===== src/ktg_pkg.sv =====
package ktg_pkg;

   // fixed-point constants, Q.40 unless noted
   localparam logic signed [63:0] DT_Q40    = 64'sd10995116;
   localparam logic signed [63:0] QN_Q40    = 64'sd879609302;
   localparam logic signed [63:0] RN_Q40    = 64'sd19791209300;
   localparam logic signed [63:0] ONE_Q40   = 64'sd1099511627776;
   localparam logic signed [63:0] GAIN_SAT  = 64'sd1152921504606846976;
   localparam logic        [62:0] PROD_CAP  = 63'h4000000000000000;
   localparam logic signed [63:0] INT_ONE   = 64'sd262144;
   localparam logic signed [63:0] SLEEP_GAIN = 64'sd55000;
   localparam logic signed [63:0] SLEEP_BIAS = 64'sd21474836480;
   localparam logic        [22:0] LVL_MIN   = 23'd19661;
   localparam logic        [22:0] LVL_MAX   = 23'd6553600;
   localparam logic        [22:0] DB_LO     = 23'd62260;
   localparam logic        [22:0] DB_HI     = 23'd68812;
   localparam logic        [23:0] MEAS_NUM  = 24'd13107200;
   localparam logic        [27:0] BIN_OFFSET = 28'd1048576;
   localparam logic        [3:0]  BIN_LAST  = 4'd11;   // bin count minus one

   localparam logic signed [63:0] SAT40_HI = 64'sd549755813887;
   localparam logic signed [63:0] SAT40_LO = -64'sd549755813888;
   localparam logic signed [63:0] SAT48_HI = 64'sd140737488355327;
   localparam logic signed [63:0] SAT48_LO = -64'sd140737488355328;

   typedef enum logic [1:0] {
      SH_0,
      SH_2,
      SH_38,
      SH_40
   } sh_type;

   typedef enum logic [1:0] {
      CSR_KP,
      CSR_KI,
      CSR_MAX_SLEEP
   } csr_index_type;

   typedef enum logic [4:0] {
      STEP_MEAS,
      STEP_ZP,
      STEP_M2,
      STEP_M3,
      STEP_M4,
      STEP_K0,
      STEP_K1,
      STEP_LVL,
      STEP_RATE,
      STEP_C0,
      STEP_C1,
      STEP_C2,
      STEP_C3,
      STEP_INT,
      STEP_KP,
      STEP_KI,
      STEP_SLEEP
   } step_type;

   typedef struct packed {
      logic     capture;
      logic     start;
      step_type step;
      logic     load_out;
   } ctrl_cmd_type;

   typedef struct packed {
      logic done;
   } dp_status_type;

   function automatic logic signed [39:0] sat40(input logic signed [63:0] v);
      logic signed [63:0] r;
      r = (v > SAT40_HI) ? SAT40_HI : ((v < SAT40_LO) ? SAT40_LO : v);
      return r[39:0];
   endfunction

   function automatic logic signed [47:0] sat48(input logic signed [63:0] v);
      logic signed [63:0] r;
      r = (v > SAT48_HI) ? SAT48_HI : ((v < SAT48_LO) ? SAT48_LO : v);
      return r[47:0];
   endfunction

endpackage


===== src/ktg_ctrl.sv =====
module ktg_ctrl (
   input  logic                   clock,
   input  logic                   reset,
   input  logic                   req_valid,
   output logic                   req_ready,
   output logic                   rsp_valid,
   input  logic                   rsp_ready,
   output ktg_pkg::ctrl_cmd_type  cmd,
   input  ktg_pkg::dp_status_type status
);
   import ktg_pkg::*;

   typedef enum logic [1:0] {
      ST_IDLE,
      ST_WAIT,
      ST_FINISH
   } state_type;

   state_type state_ff;
   step_type  step_ff;
   logic      start_ff;
   logic      rsp_valid_ff;
   logic      accept, out_free, load_out;

   assign req_ready = state_ff == ST_IDLE;
   assign accept    = req_valid && req_ready;
   assign out_free  = !rsp_valid_ff || rsp_ready;
   assign load_out  = (state_ff == ST_FINISH) && out_free;

   always_ff @(posedge clock) begin
      start_ff <= 1'b0;
      if (rsp_valid_ff && rsp_ready) begin
         rsp_valid_ff <= 1'b0;
      end
      unique case (state_ff)
         ST_IDLE: begin
            if (accept) begin
               step_ff  <= STEP_MEAS;
               start_ff <= 1'b1;
               state_ff <= ST_WAIT;
            end
         end
         ST_WAIT: begin
            if (status.done) begin
               if (step_ff == STEP_SLEEP) begin
                  state_ff <= ST_FINISH;
               end else begin
                  step_ff  <= step_type'(step_ff + 5'd1);
                  start_ff <= 1'b1;
               end
            end
         end
         ST_FINISH: begin
            if (out_free) begin
               rsp_valid_ff <= 1'b1;
               state_ff     <= ST_IDLE;
            end
         end
         default: state_ff <= ST_IDLE;
      endcase
      if (reset) begin
         state_ff     <= ST_IDLE;
         step_ff      <= STEP_MEAS;
         start_ff     <= 1'b0;
         rsp_valid_ff <= 1'b0;
      end
   end

   assign rsp_valid    = rsp_valid_ff;
   assign cmd.capture  = accept;
   assign cmd.start    = start_ff;
   assign cmd.step     = step_ff;
   assign cmd.load_out = load_out;

   // datapath only finishes a step that was issued and is being waited on
   a_done_in_wait: assert property (@(posedge clock) disable iff (reset)
      status.done |-> state_ff == ST_WAIT)
      else $error("step completion outside of wait");

   // a step start is a single-cycle pulse
   a_start_pulse: assert property (@(posedge clock) disable iff (reset)
      start_ff |=> !start_ff)
      else $error("step start held for more than one cycle");

   // a result load always presents the word on the next cycle
   a_load_valid: assert property (@(posedge clock) disable iff (reset)
      load_out |=> rsp_valid_ff && state_ff == ST_IDLE)
      else $error("result load did not raise valid");

   // no new word is taken while a step is in flight
   a_no_accept_busy: assert property (@(posedge clock) disable iff (reset)
      (state_ff == ST_WAIT) |-> !req_ready)
      else $error("input ready during step sequence");

endmodule


===== config.mk =====
export PLATFORM = sky130hd
export DESIGN_NAME = ktg_ctrl
export DESIGN_NICKNAME = d
export VERILOG_FILES = /design/src/ktg_pkg.sv /design/src/ktg_ctrl.sv
export SDC_FILE = /design/constraint.sdc
export NUM_CORES = 1
export LEC_CHECK = 0
export BUFFER_PORTS_ARGS = -buffer_cell sky130_fd_sc_hd__buf_2
export CORE_UTILIZATION = 30
export CTS_CLUSTER_SIZE = 8
export DETAILED_ROUTE_END_ITERATION = 16
export SYNTH_ARGS = -nofsm -noshare
export SYNTH_HDL_FRONTEND = slang
export SYNTH_SLANG_ARGS = --single-unit

===== constraint.sdc =====
create_clock -name clock -period 3.5 [get_ports clock]
set_input_delay 0.525 -clock clock [delete_from_list [all_inputs] [get_ports clock]]
set_output_delay 0.525 -clock clock [all_outputs]
set_load 0.02 [all_outputs]

# == Word-level counts from Yosys, hierarchy flattened ==
# Cells that the tools add are included.
# word_totals
wordCells,38
regBits,9
out_inout_bits,10
input_bits,5
# classes
add_sub_neg,1
mux,16
n_eq_ne,8
reduce_logical,9
# op_table
operator,n
5-bit two-way mux,3
5-bit case mux with 2 select lines,1
2-bit two-way mux,4
2-bit inequality test (second input constant),4
4-bit AND reduction,2
1-bit two-way mux,6
2-bit case mux with 3 select lines,1
5-bit by 1-bit adder with 5-bit output (second input constant),1
5-bit equality test (second input constant),1
1-bit logical AND,3
2-bit by 1-bit equality test with 1-bit output (second input constant),1
2-bit equality test (second input constant),1
2-bit zero test,1
2-bit by 1-bit inequality test with 1-bit output (second input constant),1
1-bit case mux with 2 select lines,1
2-bit nonzero test,1
1-bit zero test,1
1-bit logical OR,1

# == Longest topological paths before layout ==
# Gate-level depths: netlist of the first run.
# depth
word_depth,4
depth_mapped,6

# == Least setup slack after synthesis of the first run ==
# Ideal clock, no wire load.
# synth_path
path_type,register -> register
from,register step_ff[0]
to,register step_ff[3]
synth_period_minus_slack_ns,1.633
t_required_ns,3.371
setup_slack_ns,1.867
arrival_ns,1.504
path_stages_with_launch,7
setup_time_ns,0.129
path_buffers,0
cell_sequence,dfxtp_1 inv_1 ha_1 and4b_4 a211o_2 a21oi_1 o31ai_1
# synth_between
elab_chain_cells,4
word_cells_on_any_way,7
classes_between,1 x add/sub; 2 x eq/ne; 3 x mux; 1 x reduce/logical
# synth_rtl
element,line,text
"start, declared",ktg_ctrl.sv:20,step_type step_ff;
"start signal, assigned",ktg_ctrl.sv:48,step_ff <= step_type'(step_ff + 5'd1);
5-bit by 1-bit adder with 5-bit output,ktg_ctrl.sv:48,
5-bit two-way mux,ktg_ctrl.sv:45,if (step_ff == STEP_SLEEP) begin
5-bit two-way mux,ktg_ctrl.sv:44,if (status.done) begin
5-bit case mux with 2 select lines,ktg_ctrl.sv:35,unique case (state_ff)
# Parallel ways exist; a longest one is shown, timed or not. The select of a mux whose other input is x is not followed.
# A chain may end at the register's enable or synchronous reset.

==> qor.yml, run 1 <==
clocking:
  ctsLongestPathBuffers: 2
  clkTransAtPathRegs_ns: 0.06
  cts_root_buf: "clkbuf_4"
  postCtsSetupBuffers: 0
  cts_hold_buffers: 0
  insertion_delay_ns: 0.26
  cts_sinks: 9
  cts-resized-gates: 0
  cts_tree: "done"
  h-tree-depth: 1
  numCtsBuffers: 3
synthesis:
  seq_area_frac_synth_pct: 36.64
  synthCells: 58
  synth_warnings: 0
  synth_flop_cell: "dfxtp_1"
  synth_area_leader_cell: "dfxtp_1"
  synth_most_common_cell: "dfxtp_1"
  synth_common_cells: "9 x dfxtp_1, 6 x a21oi_1, 5 x nand3_1, 4 x nand2_1, 4 x nor2_1"
  ys_ff_latch: 9
  synth_cell_types: 24
  synth.area.top_cells: "dfxtp_1 37%, a21oi_1 6.1%, ha_1 5.1%"
  synth-edff-count: 0
  synth.net_count: 65
  syn_avg_cell_area_um2: 8.478
  yosysTopAreaCellShare_pct: 36.64
  synth_area_um2: 491.7
  ys_async_sr_fraction_pct: 0
global_route:
  track_usage_pct: 12.73
  gr-total-overflow: 0
  grt_pass1_wl_mm: 1.683
  grt_pass1_vias: 396
  grt_max_degree: 11
  antenna_found_initial: 0
floorplanning:
  dieHeight_um: 42.49
  dieWidth_um: 42.49
  io_pins: 15
  core_um2: 1524
  start_util_pct: 32.27
  row_count: 14
  dieArea_um2: 1805
timing:
  post-route-min-period_ns: 1.722
  maxSlewViolCount: 0
  setup_viol: 0
  grt_setup_unrepaired: "false"
  finalHoldViolations: 0
  period_share_pct: 49.21
  finClkSkew_ns: 0.00009798
  fin_setup_tns_ns: 0
  timing.fmax_mhz: 580.6
  worst_slew_pin_slew_ns: 0.4817
  postLayoutSetupSlackWorst_ns: 1.778
  max_slew_margin_pct: 67.82
drt:
  routed_wl_mm: 1.026
  num_vias: 441
  route.detailed.drc: 0
  drt_iter0_drc: 5
  first_pass_iters: 4
  routedWlPerCell_um: 11.79
  via_per_inst: 5.069
  ant_nets: 0
worst_setup_path:
  critPathLaunchType: "flop"
  critPathMaxStageDelay_ns: 0.50
  cp.required_ns: 2.97
  cp_max_fo: 8
  critPathKind: "flop to output port"
  path_delay_family: "flip-flops"
  end_kind: "output port"
  cp_data_arrival_time_ns: 1.20
  crit_chain: "nand2b_1, nor2b_1, buf_2"
  cp.buffers_inverters: 1
  slowest_stage: "dfxtp_1"
  rrSetupSlack_ns: 1.85
placement:
  hpwl_um: 703.1
  place_congestion: 0.7153
  port_buffers: 14
  pre_cts_slack_ns: 1.900
final_layout:
  fin_nets: 79
  num_antenna_cells: 0
  area_delta_synth_final_pct: 17.30
  drive_gt1_share_pct: 29.58
min_path:
  hp-class: "flop to flop"
pwr:
  peakVddDrop_mv: 0.1836
  cellLeakagePower_nw: 0.2342
  power_density_nw_per_um2: 378.0
run_status:
  outcome: "finished, final reports clean"
flow_run:
  cap_violations: 0
==> area by class of cell <==
| cell class | instances | area, µm² |
|---|---|---|
| Clock buffer | 4 | 26.28 |
| Fill cell | 161 | 947.2 |
| Inverter | 3 | 11.26 |
| Multi-Input combinational cell | 41 | 269.0 |
| Sequential cell | 9 | 180.2 |
| Tap cell | 16 | 20.02 |
| Timing Repair Buffer | 14 | 70.07 |
==> power by group <==
part	internal [W]	switching, W	leakage [nW]
Clock	0.0000439	0.0000355	0.0150
Sequential	0.000105	0.00000267	0.0732
Combinational	0.0000120	0.0000188	0.146
==> placed cells by master (no fill, tap or decap), types with 3 or more instances in the layout <==
cell type | Yosys | routed
nand3_1 | 5 | 5
inv_1 | 3 | 3
a21oi_1 | 6 | 6
nand2_1 | 4 | 4
nor2_1 | 4 | 4
dfxtp_1 | 9 | 9
nand2b_1 | 3 | 3
buf_2 | 1 | 14
clkbuf_4 | 0 | 3
==> sequential cells by signal, indices dropped and copies added (netlist names) <==
| register | count |
|---|---|
| step_ff | 5 |
| state_ff | 2 |
| rsp_valid | 1 |
| start_ff | 1 |
==> final timing paths <==
check,from,to,cells after the start
worst max-delay path,state_ff[1],cmd[0],3
worst min-delay path,step_ff[4],step_ff[4],2
worst max register to register,step_ff[0],step_ff[3],6
worst min register to register,step_ff[4],step_ff[4],2
==> worst register-to-register path, cell delays in order (launching register included) <==
cell	delay, ns
dfxtp_1	0.40
inv_1	0.08
ha_1	0.21
and4b_4	0.20
a211o_2	0.41
a21oi_1	0.15
o31ai_1	0.09
==> per-stage QoR <==
stage,hold WS [ns],total power [W],instances,utilization [%],area [µm²]
after floorplan,0.5627,0.0001342,58,-,491.7
after global placement,0.4895,0.0001403,83,36.12,550.5
after detailed placement,0.4949,0.0001406,83,36.12,550.5
after CTS,0.5046,0.0002226,87,37.85,576.8
after global routing,0.5389,0.0002322,87,37.85,576.8
final,0.5018,0.0002181,87,37.85,576.8
==> routing by layer <==
metal | up-vias | share of wire [%] | track usage (%) | wire length, µm
met1 | 195 | 49 | 15.10 | 500
li1 | 226 | - | - | -
met5 | - | 0 | 0 | 0
met2 | 18 | 42 | 19.69 | 431
met4 | 0 | 0.58 | 1.875 | 6
met3 | 2 | 8.4 | 8.190 | 86
==> kinds of logic after synthesis <==
logic type	Yosys count	share of synthesized area, %
buffers and inverters	8	8.649
multiplexers	1	2.798
AND/OR/NAND/NOR	26	29.51
adder cells (fa/ha/maj)	2	5.088
flip-flops	9	36.64
AO/OA/AOI/OAI	12	17.30
No activity file was read; power rests on OpenSTA's default activity.
==> run 2: changes to the inputs <==
--- a/config.mk
+++ b/config.mk
@@ -5,6 +5,7 @@
 export SDC_FILE = /design/constraint.sdc
 export NUM_CORES = 1
 export LEC_CHECK = 0
+export ABC_AREA = 1
 export BUFFER_PORTS_ARGS = -buffer_cell sky130_fd_sc_hd__buf_2
 export CORE_UTILIZATION = 30
 export CTS_CLUSTER_SIZE = 8
==> constraint.sdc (replaced) <==
create_clock -name clock -period 1.7 [get_ports clock]
set_input_delay 0.255 -clock clock [delete_from_list [all_inputs] [get_ports clock]]
set_output_delay 0.255 -clock clock [all_outputs]
set_load 0.02 [all_outputs]
==> qor.yml, run 2 <==
pwr:
  p_total_w: 0.0005512  # +150%
  switching_share_pct: 33.84  # +7.7 points
  sequentialPowerShare_pct: 44.2  # -5.2 points
  clkPwrFrac_pct: 30.8  # -5.6 points
  peakVddDrop_mv: 0.3019  # +64%
  p_comb_share_pct: 25.0  # +11 points
  switchingPower_w: 0.0001865  # +230%
  cellLeakagePower_nw: 0.3494  # +49%
  p_int_w: 0.0003647  # +130%
  power_density_nw_per_um2: 829.7  # +120%
global_route:
  grt_max_degree: 9  # -2
  grt_pass1_wl_mm: 1.780  # +5.8%
  gr-total-overflow: 0  # unchanged
  grt_pass1_vias: 411  # +3.8%
  antenna_found_initial: 0  # unchanged
  track_usage_pct: 12.83  # +0.097 points
drt:
  route.detailed.drc: 0  # unchanged
  drt_iter0_drc: 6  # +1
  routed_wl_mm: 1.073  # +4.6%
  routedWlPerCell_um: 8.868  # -25%
  num_vias: 511  # +16%
  ant_nets: 0  # unchanged
  via_per_inst: 4.223  # -17%
  first_pass_iters: 4  # unchanged
synthesis:
  synth_xor_xnor_area_share_pct: 1.535  # +1.5 points
  synthAdderAreaFrac_pct: 4.386  # -0.70 points
  ys_ff_latch: 9  # unchanged
  synth_area_leader_cell: "dfxtp_1"
  synth_area_um2: 570.5  # +16%
  synth_warnings: 0  # unchanged
  synth.area.top_cells: "dfxtp_1 32%, inv_1 9.9%, nor2_1 9.9%"
  yosys.area_share.simple_pct: 41.45  # +12 points
  yosysTopAreaCellShare_pct: 31.58  # -5.1 points
  synth.net_count: 89  # +37%
  seq_area_frac_synth_pct: 31.58  # -5.1 points
  synthCells: 82  # +41%
  synth_flop_cell: "dfxtp_1"
  muxShareOfSynthArea_pct: 0  # -2.8 points
  synth_common_cells: "15 x inv_1, 15 x nor2_1, 11 x nand2_1, 9 x dfxtp_1, 7 x nand3_1"
  synth-edff-count: 0  # unchanged
  ys_async_sr_fraction_pct: 0  # unchanged
  synth_compound_area_share_pct: 4.605  # -13 points
  synth_cell_types: 21  # -13%
  synth_top_family_by_area: "simple AND/OR/NAND/NOR gates"
  syn_avg_cell_area_um2: 6.958  # -18%
timing:
  fin_setup_tns_ns: 0  # unchanged
  timing.fmax_mhz: 708.4
  worst_slew_pin_slew_ns: 0.3077  # -0.1740 ns
  max_slew_margin_pct: 79.46  # +12 points
  setup_viol: 0  # unchanged
  grt_setup_unrepaired: "false"
  finClkSkew_ns: 0.001306  # +0.001208 ns
  post-route-min-period_ns: 1.412
  period_share_pct: 83.04
  maxSlewViolCount: 0  # unchanged
  finalHoldViolations: 0  # unchanged
clocking:
  cts_tree: "done"
  cts_sinks: 9  # unchanged
  postCtsSetupBuffers: 0  # unchanged
  cts_root_buf: "clkbuf_4"
  cts_hold_buffers: 0  # unchanged
  numCtsBuffers: 3  # unchanged
  h-tree-depth: 1  # unchanged
  cts-resized-gates: 0  # unchanged
  ctsLongestPathBuffers: 2  # unchanged
  clkTransAtPathRegs_ns: 0.06  # about the same
  insertion_delay_ns: 0.26  # about the same
worst_setup_path:
  worstReg2RegEnd: "step_ff[1]"
  regToRegStartpoint: "step_ff[0]"
  critPathKind: "flop to output port"
  cp_data_arrival_time_ns: 1.16  # -0.04 ns
  cp.required_ns: 1.44  # -1.53 ns
  reg2reg_depth: 10  # +4
  rrSetupSlack_ns: 0.38  # -1.47 ns
  critPathLaunchType: "flop"
  cp_max_fo: 5  # -3
  end_kind: "output port"
final_layout:
  instances_no_fill: 121  # +39%
  drive_gt1_share_pct: 29.17  # -0.41 points
  final_util_pct: 38.06  # +0.22 points
  largest_register_ffs: 5  # unchanged
  layout_common_cells: "15 x inv_1, 15 x nor2_1, 14 x buf_2, 11 x nand2_1, 9 x dfxtp_1"
  fin_nets: 104  # +32%
  reg_top3: "step_ff: 5 flops, state_ff: 2 flops"
  num_antenna_cells: 0  # unchanged
  area_delta_synth_final_pct: 16.45
  top_register: "step_ff"
flow_run:
  cap_violations: 0  # unchanged
floorplanning:
  dieArea_um2: 2080  # +15%
  dieWidth_um: 45.61  # +7.4%
  start_util_pct: 32.69  # +0.42 points
  core_um2: 1745  # +15%
  dieHeight_um: 45.61  # +7.4%
  io_pins: 15  # unchanged
  row_count: 15  # +1
placement:
  place_congestion: 0.8067  # +13%
  hpwl_um: 827.7  # +18%
  dp.cells: 117  # +41%
  port_buffers: 14  # unchanged
min_path:
  hold_path_depth: 2  # unchanged
  worst_hold_startpoint: "reset"
  hp-class: "primary input to flop"
  min_delay_worst_endpoint: "step_ff[2]"
run_status:
  outcome: "finished, final reports clean"
run 2: metrics by stage:
step                cell area (µm²)  hold WS, ns  setup WS [ns]
floorplan                     570.5       0.3174         0.3413
global placement              638.1       0.4659         0.4260
CTS                           664.4       0.1824         0.2734
global route                  664.4       0.1798         0.2002
detailed placement            638.1       0.4636         0.3895
finish                        664.4       0.1854         0.2883
run 2: cell families (layout without fill, tap and decap cells):
group / count (synthesis) / in the layout
flip-flops: 9 / 9
adder cells (fa/ha/maj): 2 / 2
buffers and inverters: 20 / 34
AND/OR/NAND/NOR: 46 / 46
XOR/XNOR: 1 / 1
AO/OA/AOI/OAI: 4 / 4
run 2: how the worst max path moves through the flow:
stage | end | depth (start not counted) | slack, ns | from
2_1_floorplan | step_ff[0] | 10 | 0.34 | step_ff[0]
5_1_grt | cmd[7] | 4 | 0.20 | state_ff[0]
3_5_place_dp | step_ff[1] | 10 | 0.39 | step_ff[0]
4_1_cts | cmd[7] | 4 | 0.27 | state_ff[0]
6_report | cmd[7] | 4 | 0.29 | state_ff[0]
3_3_place_gp | step_ff[1] | 10 | 0.43 | step_ff[0]
run 2: power groups by stage:
stage / sequential [W] / combinational [W] / clock, W
after CTS: 0.000244 / 0.000139 / 0.000175
after floorplan: 0.000257 / 0.0000974 / 0
after global routing: 0.000246 / 0.000159 / 0.000185
final: 0.000244 / 0.000138 / 0.000170
after detailed placement: 0.000249 / 0.000139 / 0
after global placement: 0.000247 / 0.000139 / 0
run 2: worst max-delay path, stage by stage (launching register included):
cell     delay (ns)
dfxtp_1        0.34
nor2_2         0.17
nand2_2        0.14
inv_1          0.08
buf_2          0.15
run 2: per-layer routing:
metal / up-vias / routed length, µm / track usage [%]
met5: - / 0 / 0
met4: 0 / 22 / 9.091
met3: 4 / 58 / 3.571
met2: 16 / 452 / 16.57
met1: 214 / 539 / 17.87
li1: 277 / - / -
run 2: area by class of cell:
| cell class | count | area (µm²) |
|---|---|---|
| timing repair buffer | 14 | 70.07 |
| sequential | 9 | 180.2 |
| fill | 209 | 1081 |
| tap | 25 | 31.28 |
| clock buffer | 4 | 26.28 |
| inverter | 16 | 60.06 |
| multi-input combinational | 53 | 296.5 |
